## src/rtl/u8sd_pkg.sv

```systemverilog
package u8sd_pkg;

   localparam int BYTE_W     = 8;
   localparam int CP_W       = 21;
   localparam int LEN_W      = 3;
   localparam int STATUS_W   = 3;
   localparam int RSP_DATA_W = 24;

   typedef enum logic [STATUS_W-1:0] {
      ST_PENDING  = 3'd0,
      ST_DONE     = 3'd1,
      ST_BAD_LEAD = 3'd2,
      ST_BAD_CONT = 3'd3,
      ST_RANGE    = 3'd4
   } status_type;

   localparam logic [LEN_W-1:0] LEN_ZERO = 3'd0;
   localparam logic [LEN_W-1:0] LEN_ONE  = 3'd1;
   localparam logic [LEN_W-1:0] LEN_TWO  = 3'd2;
   localparam logic [LEN_W-1:0] LEN_THREE = 3'd3;
   localparam logic [LEN_W-1:0] LEN_FOUR = 3'd4;

   localparam logic [CP_W-1:0] CP_MIN2 = 21'h00080;
   localparam logic [CP_W-1:0] CP_MAX2 = 21'h007FF;
   localparam logic [CP_W-1:0] CP_MIN3 = 21'h00800;
   localparam logic [CP_W-1:0] CP_MAX3 = 21'h0FFFF;
   localparam logic [CP_W-1:0] CP_MIN4 = 21'h10000;
   localparam logic [CP_W-1:0] CP_MAX4 = 21'h10FFFF;

endpackage

```

## src/rtl/utf8_sequence_decoder_unit.sv

```systemverilog
// Byte-serial UTF-8 decoder. Each accepted byte on req_ gives exactly one word on rsp_,
// in order: status in rsp_tuser (pending, code point done, bad lead, bad continuation,
// overlong or out of range), and on a finished code point the scalar value and the
// sequence length in rsp_tdata (both zero for any other status). A failing sequence is
// dropped and the offending byte consumed; surrogates are passed through. The block
// takes one byte every cycle while rsp_tready is held high; a byte is registered on input,
// decoded against the open sequence state and registered on output, where its word is
// presented on rsp_. Reset closes any open sequence.
module utf8_sequence_decoder_unit (
   input  logic                                clock,
   input  logic                                reset,
   input  logic                                req_tvalid,
   output logic                                req_tready,
   input  logic [u8sd_pkg::BYTE_W-1:0]         req_tdata,  // [7:0] in_byte
   output logic                                rsp_tvalid,
   input  logic                                rsp_tready,
   output logic [u8sd_pkg::RSP_DATA_W-1:0]     rsp_tdata,  // [20:0] code_point, [23:21] seq_length
   output logic [u8sd_pkg::STATUS_W-1:0]       rsp_tuser   // [2:0] status
);
   import u8sd_pkg::*;

   // input stage
   logic              in_valid_ff, in_valid_in;
   logic [BYTE_W-1:0] in_byte_ff, in_byte_in;

   // open sequence state
   logic              pending_ff, pending_in;
   logic [LEN_W-1:0]  full_length_ff, full_length_in;
   logic [LEN_W-1:0]  bytes_seen_ff, bytes_seen_in;
   logic [CP_W-1:0]   acc_ff, acc_in;

   // result stage
   logic              out_valid_ff, out_valid_in;
   status_type        status_ff, status_in;
   logic [CP_W-1:0]   cp_ff, cp_in;
   logic [LEN_W-1:0]  len_ff, len_in;

   logic              out_ready;
   logic              advance;
   logic [CP_W-1:0]   acc_shift;
   logic [LEN_W-1:0]  seen_next;
   logic              in_range;

   assign out_ready  = !out_valid_ff || rsp_tready;
   assign advance    = in_valid_ff && out_ready;
   assign req_tready = !in_valid_ff || out_ready;

   assign acc_shift = {acc_ff[CP_W-7:0], in_byte_ff[5:0]};
   assign seen_next = bytes_seen_ff + LEN_ONE;

   always_comb begin
      case (full_length_ff)
         LEN_TWO:   in_range = (acc_shift >= CP_MIN2) && (acc_shift <= CP_MAX2);
         LEN_THREE: in_range = (acc_shift >= CP_MIN3) && (acc_shift <= CP_MAX3);
         default:   in_range = (acc_shift >= CP_MIN4) && (acc_shift <= CP_MAX4);
      endcase
   end

   // decode of one byte against the open sequence
   always_comb begin
      pending_in     = pending_ff;
      full_length_in = full_length_ff;
      bytes_seen_in  = bytes_seen_ff;
      acc_in         = acc_ff;
      status_in      = ST_PENDING;
      cp_in          = '0;
      len_in         = LEN_ZERO;
      if (!pending_ff) begin
         if (!in_byte_ff[7]) begin
            status_in = ST_DONE;
            cp_in     = CP_W'(in_byte_ff);
            len_in    = LEN_ONE;
         end else if (in_byte_ff <= 8'hC1 || in_byte_ff == 8'hF5 || in_byte_ff >= 8'hF8) begin
            status_in = ST_BAD_LEAD;
         end else begin
            pending_in    = 1'b1;
            bytes_seen_in = LEN_ONE;
            if (in_byte_ff < 8'hE0) begin
               full_length_in = LEN_TWO;
               acc_in         = CP_W'(in_byte_ff[4:0]);
            end else if (in_byte_ff < 8'hF0) begin
               full_length_in = LEN_THREE;
               acc_in         = CP_W'(in_byte_ff[3:0]);
            end else begin
               full_length_in = LEN_FOUR;
               acc_in         = CP_W'(in_byte_ff[2:0]);
            end
         end
      end else if (in_byte_ff[7:6] != 2'b10) begin
         status_in      = ST_BAD_CONT;
         pending_in     = 1'b0;
         full_length_in = LEN_ZERO;
         bytes_seen_in  = LEN_ZERO;
         acc_in         = '0;
      end else if (seen_next >= full_length_ff) begin
         pending_in     = 1'b0;
         full_length_in = LEN_ZERO;
         bytes_seen_in  = LEN_ZERO;
         acc_in         = '0;
         if (in_range) begin
            status_in = ST_DONE;
            cp_in     = acc_shift;
            len_in    = full_length_ff;
         end else begin
            status_in = ST_RANGE;
         end
      end else begin
         bytes_seen_in = seen_next;
         acc_in        = acc_shift;
      end
   end

   assign in_valid_in  = req_tready ? req_tvalid : in_valid_ff;
   assign in_byte_in   = (req_tvalid && req_tready) ? req_tdata : in_byte_ff;
   assign out_valid_in = out_ready ? in_valid_ff : out_valid_ff;

   always_ff @(posedge clock) begin
      if (reset) begin
         in_valid_ff    <= 1'b0;
         out_valid_ff   <= 1'b0;
         pending_ff     <= 1'b0;
         full_length_ff <= LEN_ZERO;
         bytes_seen_ff  <= LEN_ZERO;
         acc_ff         <= '0;
      end else begin
         in_valid_ff  <= in_valid_in;
         out_valid_ff <= out_valid_in;
         if (advance) begin
            pending_ff     <= pending_in;
            full_length_ff <= full_length_in;
            bytes_seen_ff  <= bytes_seen_in;
            acc_ff         <= acc_in;
         end
      end
   end

   always_ff @(posedge clock) begin
      in_byte_ff <= in_byte_in;
      if (advance) begin
         status_ff <= status_in;
         cp_ff     <= cp_in;
         len_ff    <= len_in;
      end
   end

   assign rsp_tvalid = out_valid_ff;
   assign rsp_tdata  = {len_ff, cp_ff};
   assign rsp_tuser  = status_ff;

endmodule
```

## config.mk

```make
export PLATFORM = sky130hd
export DESIGN_NAME = utf8_sequence_decoder_unit
export DESIGN_NICKNAME = d
export VERILOG_FILES = /design/src/rtl/u8sd_pkg.sv /design/src/rtl/utf8_sequence_decoder_unit.sv
export SDC_FILE = /design/constraint.sdc
export NUM_CORES = 1
export LEC_CHECK = 0
export BUFFER_PORTS_ARGS = -buffer_cell sky130_fd_sc_hd__buf_2
export CAP_MARGIN = 20
export CORE_MARGIN = 3
export CORE_UTILIZATION = 30
export CTS_CLUSTER_DIAMETER = 30
export DETAILED_ROUTE_END_ITERATION = 10
export SLEW_MARGIN = 30
export SYNTH_ARGS = -nofsm -noshare
export SYNTH_HDL_FRONTEND = slang
export SYNTH_SLANG_ARGS = --single-unit
```

## constraint.sdc

```tcl
create_clock -name clock -period 3.7 [get_ports clock]
set_input_delay 0.37 -clock clock [delete_from_list [all_inputs] [get_ports clock]]
set_output_delay 0.37 -clock clock [all_outputs]
set_load 0.02 [all_outputs]
```

Word-level counts from Yosys, hierarchy flattened
Cells that the tools add are included.
Widths: inputs -> output; s select.
{"block": "word_totals", "reg_bits": 59, "word_cells": 83, "out_inout_bits": 29}
{"block": "op_classes", "reduce_logical": 14, "muxes": 41, "magnitude_cmp": 11, "n_eq_ne": 6, "n_addsub": 1}
{"operator": "$mux 21", "count": 4}
{"operator": "$mux 15", "count": 5}
{"operator": "$mux 3", "count": 20}
{"operator": "$ge 21x12->1 const B", "count": 1}
{"operator": "$ge 21x17->1 const B", "count": 1}
{"operator": "$ge 21x8->1 const B", "count": 1}
{"operator": "$le 21x11->1 const B", "count": 1}
{"operator": "$le 21x16->1 const B", "count": 1}
{"operator": "$le 21x21->1 const B", "count": 1}
{"operator": "$lt 8x8->1 const B", "count": 2}
{"operator": "$eq 8x8->1 const B", "count": 1}
{"operator": "$ge 8x8->1 const B", "count": 1}
{"operator": "$le 8x8->1 const B", "count": 1}
{"operator": "$mux 7", "count": 1}
{"operator": "$eq 3x2->1 const B", "count": 2}
{"operator": "$mux 1", "count": 6}
{"operator": "$logic_and 1x1->1", "count": 5}
{"operator": "$mux 5", "count": 1}
{"operator": "$logic_or 1x1->1", "count": 4}
{"operator": "$mux 2", "count": 2}
{"operator": "$mux 4", "count": 1}
{"operator": "$ne 2x2->1 const B", "count": 2}
{"operator": "$reduce_and 4->1", "count": 1}
{"operator": "$add 3x1->3 const B", "count": 1}
{"operator": "other kinds (6)", "count": 7}

Longest topological paths before layout
Gate-level depths: netlist (run 1).
{"block": "depth", "ltp_word": 7, "mapped_depth": 9, "mapped_depth_nobuf": 8}

Worst setup path after synthesis (run 1)
OpenSTA, ideal clock, no wires.
{"block": "synth_timing", "path_kind": "register to register", "from": "register bytes_seen_ff[0]", "to": "register cp_ff[0] (data pin)", "path_buffers": 1, "path_stages_with_launch": 10, "path_slack_ns": 1.685, "t_arrival_ns": 1.760, "path_cell_list": "dfxtp_1 > ha_1 > xor2_1 > ha_1 > a21oi_1 > o21ai_0 > nand2_1 > a21oi_2 > buf_6 > o21a_1"}
{"block": "synth_via", "elab_chain_len": 5}
{"item": "start: declaration", "line_no": "utf8_sequence_decoder_unit.sv:29", "rtl": "logic [LEN_W-1:0] bytes_seen_ff, bytes_seen_in;"}
{"item": "start signal: assignment", "line_no": "utf8_sequence_decoder_unit.sv:131", "rtl": "bytes_seen_ff <= bytes_seen_in;"}
{"item": "$add 3x1->3", "line_no": "utf8_sequence_decoder_unit.sv:49", "rtl": "assign seen_next = bytes_seen_ff + LEN_ONE;"}
{"item": "$ge 3x3->1", "line_no": "utf8_sequence_decoder_unit.sv:95", "rtl": "end else if (seen_next >= full_length_ff) begin"}
{"item": "$mux 21", "line_no": "utf8_sequence_decoder_unit.sv:95"}
{"item": "$mux 21", "line_no": "utf8_sequence_decoder_unit.sv:89", "rtl": "end else if (in_byte_ff[7:6] != 2'b10) begin"}
{"item": "$mux 21", "line_no": "utf8_sequence_decoder_unit.sv:68", "rtl": "if (!pending_ff) begin"}
{"item": "via cp_in[0]", "line_no": "utf8_sequence_decoder_unit.sv:35", "rtl": "logic [CP_W-1:0] cp_ff, cp_in;"}
{"item": "end signal: assignment", "line_no": "utf8_sequence_decoder_unit.sv:141", "rtl": "cp_ff <= cp_in;"}
{"item": "end: declaration", "line_no": "utf8_sequence_decoder_unit.sv:35"}
The timed path passes the listed nets, and every way through them passes these cells.
A chain may end at the register's enable or synchronous reset.

Worst setup path after layout (run 1)
{"block": "layout_timing", "from": "register bytes_seen_ff[0]", "to": "register cp_ff[6] (data pin)"}
Same word-level chain as after synthesis.

==> flow_summary.toml, run 1 <==
[clock_network]
cts_max_level = 3
clkTransAtPathRegs_ns = 0.06
cts_buffer_depth = 2
insertion_delay_ns = 0.33
post_cts_resized = 0
holdBufCountCts = 0
cts-root-buf = "clkbuf_8"
clkSinkCount = 59
cts_tree = "yes"
cts_buffers = 9
post_cts_buffers = 0

[yosys]
avgSynthCellArea_um2 = 11.5
synth_area_um2 = 2630
synth_top_area_frac = 0.400
synthArstFlopShare = 0
syn-num-nets = 245
synth_edf_count = 35
synthTopCellsByArea = "edfxtp_1 (40%), dfxtp_1 (18%), and2_1 (4.5%)"
ys.flop_type = "edfxtp_1"
yosys-top-cells-count = "edfxtp_1 (35), dfxtp_1 (24), a21oi_1 (20)"
synth_largest_area_cell = "edfxtp_1"
synth_most_common_cell = "edfxtp_1"
synth_warnings = 0
synth-seq-cells = 59
ys_seq_area_frac = 0.583
syn_inst = 229
synth.distinct_cells = 50

[sta]
finalHoldViolCount = 0
finClkSkew_ns = 0.00523
min_period_over_period = 0.692
min_period_ns = 2.56
slew_violations = 0
setup-violations-final = 0
max_freq_ghz = 0.390
rsz0062_at_grt = "false"
slew_headroom = 0.411
fin_tns_setup_ns = 0
worst_pin_slew_ns = 0.884

[job]
cap_violations = 0

[power]
ir_worst_vdd_mv = 0.110
power.density_nw_per_um2 = 428
p_leak_uw = 0.00119

[setup_path]
startpoint = "bytes_seen_ff[0]"
rr_startpoint = "bytes_seen_ff[0]"
crit_required_ns = 3.90
slowest_stage = "a21oi_2"
cp-start-kind = "flip-flop"
crit_path_cell_trace = "ha_1, xor2_1, ha_1, nand2_1, o21ai_0, nand2_1, a21oi_2, a22o_1"
endpoint_kind = "flip-flop"
worstPathArrival_ns = 2.76
cp_max_fo = 24
crit_type = "flip-flop to flip-flop"
reg2reg_to = "cp_ff[6]"
worst-r2r-cell-count = 8
slowest_delay_ns = 0.67
reg2reg_slack_ns = 1.14

[place]
gp_congestion = 0.886
port_buffers = 40
dp_hpwl_um = 3620
place_area_um2 = 2900

[drt]
antenna_left = 0
firstDrtPassIters = 4
drt_iter0_markers = 106
drc = 0
drt_wl_total_um = 5390
vias_per_cell = 4.95
vias = 1881
wl_per_cell_um = 14.2

[min_path]
hold_path_depth = 1
holdCritPathClass = "input port to flip-flop"
min-delay-start = "req_tdata[5]"
min_to = "in_byte_ff[5]"

[global_route]
grt_pass1_wl_um = 8690
grt_pass1_vias = 1737
grt_overflow_total = 0
grt.total_usage = 0.114
antenna_found_initial = 0
grt_max_degree = 32

[floorplanning]
io_pins = 41
die-area_um2 = 9920
core_area_um2 = 8380
rows = 33
chipWidth_um = 99.6
initial_core_util = 0.314
die_y_um = 99.6

[finish]
diodes = 0
final_nets = 286
drive_gt1_frac = 0.236
areaGrowthSynthToFinish_pct = 16.3
fin_area_um2 = 3060

[status]
status = "finished, final reports clean"
critical path, delay by kind of cell (launching register included):
family | cells | cell delay, ns
adder cells (fa/ha/maj) | 2 | 0.53
XOR/XNOR | 1 | 0.15
AND/OR/NAND/NOR | 2 | 0.20
flip-flops | 1 | 0.34
AO/OA/AOI/OAI | 3 | 1.20
where the power goes:
part,internal (uW),leakage (uW),switching [uW]
Clock,240,0.0000812,230
Sequential,720,0.000532,21.0
Combinational,36.0,0.000574,61.4
Total,996,0.00119,313
layout by cell type (no fill, tap or decap), drive strengths merged, types with 2 or more instances in the layout:
| cell type | count |
|---|---|
| o22ai | 3 |
| a21o | 2 |
| nor2b | 3 |
| nand2 | 9 |
| or4 | 2 |
| and3 | 4 |
| nand2b | 15 |
| a31o | 2 |
| o21ai | 3 |
| clkinv | 3 |
| ha | 4 |
| or2 | 2 |
| and2 | 19 |
| a22o | 2 |
| inv | 4 |
| edfxtp | 35 |
| a22oi | 2 |
| a21oi | 21 |
| clkbuf | 13 |
| nor3 | 3 |
| nand4 | 4 |
| nor4 | 2 |
| o211a | 2 |
| nor2 | 12 |
| nor3b | 2 |
| nand3 | 15 |
| dfxtp | 24 |
| buf | 42 |
| o211ai | 3 |
| o21a | 6 |
flip-flops by register name, indices dropped and copies added, names as in the netlist, 3 cells and up:
| register | cells |
|---|---|
| cp_ff | 21 |
| acc_ff | 15 |
| bytes_seen_ff | 3 |
| full_length_ff | 3 |
| rsp_tuser | 3 |
| in_byte_ff | 8 |
| len_ff | 3 |
cells by family after synthesis:
family,after synthesis,share of synthesized area
AND/OR/NAND/NOR,95,0.213
flip-flops,59,0.583
AO/OA/AOI/OAI,53,0.146
buffers and inverters,16,0.0328
adder cells (fa/ha/maj),4,0.0190
XOR/XNOR,1,0.00333
multiplexers,1,0.00381
area by class of cell:
type | instances | area (um2)
Clock buffer | 13 | 139
Multi-Input combinational cell | 154 | 1010
Fill cell | 834 | 5320
Clock inverter | 3 | 15.0
Timing Repair Buffer | 42 | 215
Sequential cell | 59 | 1530
Tap cell | 105 | 131
Inverter | 4 | 15.0
through the flow:
step / hold slack [ns] / utilization / setup WS, ns / std cells / total power, uW
finish: 0.212 / 0.365 / 1.14 / 380 / 1310
global route: 0.192 / 0.365 / 0.962 / 380 / 1370
CTS: 0.188 / 0.365 / 1.14 / 380 / 1330
detailed placement: 0.470 / 0.346 / 1.17 / 364 / 853
global placement: 0.466 / 0.346 / 1.28 / 364 / 851
floorplan: 0.449 / - / 1.69 / 229 / 819
layer usage:
metal | track usage | part of all wire | routed length, um
met5 | 0 | 0 | 0
met4 | 0.0714 | 0.022 | 121
met3 | 0.0302 | 0.067 | 364
met2 | 0.173 | 0.46 | 2500
met1 | 0.145 | 0.45 | 2400
worst max-delay path by stage:
stage,end,cells past startpoint
2_1_floorplan,cp_ff[0],9
3_3_place_gp,cp_ff[6],8
3_5_place_dp,cp_ff[6],8
4_1_cts,cp_ff[6],8
5_1_grt,cp_ff[6],8
6_report,cp_ff[6],8
No activity file was read; power rests on OpenSTA's default activity.
==> inputs of run 2 (changes only) <==
clock period = 2.3 ns   (was 3.7 ns; I/O delays follow)
==> run 2 against run 1 <==
Count of clock-buffer cells in the layout fell by 3. Clock power rose by 120%. Combinational power rose by 90%. Clock skew rose by 0.0035 ns. Global-route usage rose by 0.20 points. Final cell count rose by 3.4%. Hold slack got worse by 0.14 ns. Total power rose by 83%. Die area did not move. Final area rose by 6.2%. Critical endpoint is now full_length_ff[2].
==> flow_summary.toml, run 2 (synthesis results as in run 1) <==
[status]
status = "finished, final reports clean"

[clock_network]
clkSinkCount = 59
cts-root-buf = "clkbuf_8"
holdBufCountCts = 0
insertion_delay_ns = 0.33
cts_buffers = 9
cts_buffer_depth = 2
post_cts_buffers = 0
clkTransAtPathRegs_ns = 0.06
cts_tree = "yes"
cts_max_level = 3

[setup_path]
worst-r2r-cell-count = 9
critPathBufInv = 1
crit_path_cell_trace = "ha_1, xor2_1, ha_1, nand2_1, o21ai_1, buf_4, nand2b_1, a21oi_1, a22o_1"
endpoint_kind = "flip-flop"
crit_top_cell = "ha_1"
cp-start-kind = "flip-flop"
slowest_stage = "dfxtp_1"
reg2reg_slack_ns = 0.23
worstPathArrival_ns = 2.30
crit_required_ns = 2.53
cp_max_fo = 4
slowest_delay_ns = 0.31
crit_type = "flip-flop to flip-flop"
crit_family = "compound AO/OA/AOI/OAI gates"
worstSetupPathDepth = 9

[sta]
finalHoldViolCount = 0
slew_headroom = 0.634
slew_violations = 0
setup-violations-final = 0
worst_pin_slew_ns = 0.548
finClkSkew_ns = 0.00873
min_period_over_period = 0.902
min_period_ns = 2.07
max_freq_ghz = 0.482
rsz0062_at_grt = "false"
setup_ws_ns = 0.226
whs_ns = 0.0700

[finish]
final_common_cell = "buf_2"
final_cells = 393
layout_common_cells = "buf_2 (40), edfxtp_1 (35), dfxtp_1 (24)"
drive_gt1_frac = 0.292
largest_reg_flops = 21
areaGrowthSynthToFinish_pct = 23.5
fillers = 814
final_nets = 299
regMostFlops = "cp_ff"
diodes = 0
multi_input_area_um2 = 1050
regArea_um2 = 1530
top_regs = "cp_ff (21), acc_ff (15), in_byte_ff (8)"

[global_route]
antenna_found_initial = 0
grt_max_degree = 25
grt.total_usage = 0.116
grt_pass1_wl_um = 9030
grt_pass1_vias = 1823
grt_overflow_total = 0

[floorplanning]
die_y_um = 99.6
io_pins = 41
initial_core_util = 0.314
chipWidth_um = 99.6
core_area_um2 = 8380
rows = 33
die-area_um2 = 9920

[place]
preCtsSetupSlack_ns = -0.0882
dp_hpwl_um = 3960
gp_congestion = 0.820
port_buffers = 40
place_inst = 376

[power]
ir_worst_vdd_mv = 0.340
finalPower_uw = 2390
power.density_nw_per_um2 = 736
p_leak_uw = 0.00128

[min_path]
hold_path_depth = 1
holdCritPathClass = "input port to flip-flop"

[drt]
antenna_left = 0
vias = 1926
wl_per_cell_um = 14.2
firstDrtPassIters = 4
drt_iter0_markers = 115
drt_wl_total_um = 5580
drc = 0
vias_per_cell = 4.90

[job]
cap_violations = 0
run 2: area by class of cell:
cell class | count | area share
flip-flops and latches | 59 | 0.472
inverters | 4 | 0.00462
clock buffers | 10 | 0.0424
well taps | 105 | 0.0405
clock inverters | 6 | 0.0243
repair buffers | 54 | 0.0940
multi-input cells | 155 | 0.323
run 2: repair_timing:
action / CTS / global route
setup endpoints to repair: 24 / 25
resized for setup: 1 / 5
cloned: 0 / 1
run 2: report_power, final:
part	leakage (uW)	switching, uW	total [uW]	internal (uW)
logic	0.000636	113	185	72.2
clock network	0.000113	394	1020	630
registers	0.000532	24.3	1180	1160
total	0.00128	531	2390	1860
run 2: worst paths after layout:
path	startpoint	end
setup / recovery	bytes_seen_ff[0]	full_length_ff[2]
hold / removal	req_tdata[3]	in_byte_ff[3]
setup reg to reg	bytes_seen_ff[0]	full_length_ff[2]
hold reg to reg	bytes_seen_ff[1]	bytes_seen_ff[1]
run 2: routing by layer:
layer | GRT usage | wire length (um) | up-vias
met5 | 0 | 0 | -
met4 | 0.0641 | 169 | 0
met3 | 0.0330 | 307 | 14
met2 | 0.175 | 2610 | 58
met1 | 0.151 | 2490 | 895
li1 | - | - | 959
run 2: per-stage QoR:
stage	util	area, um2	setup TNS [ns]
after floorplan	-	2630	0
after global placement	0.357	2990	-0.506
after detailed placement	0.357	2990	-1.41
after CTS	0.384	3220	0
after global routing	0.387	3250	0
final	0.387	3250	0
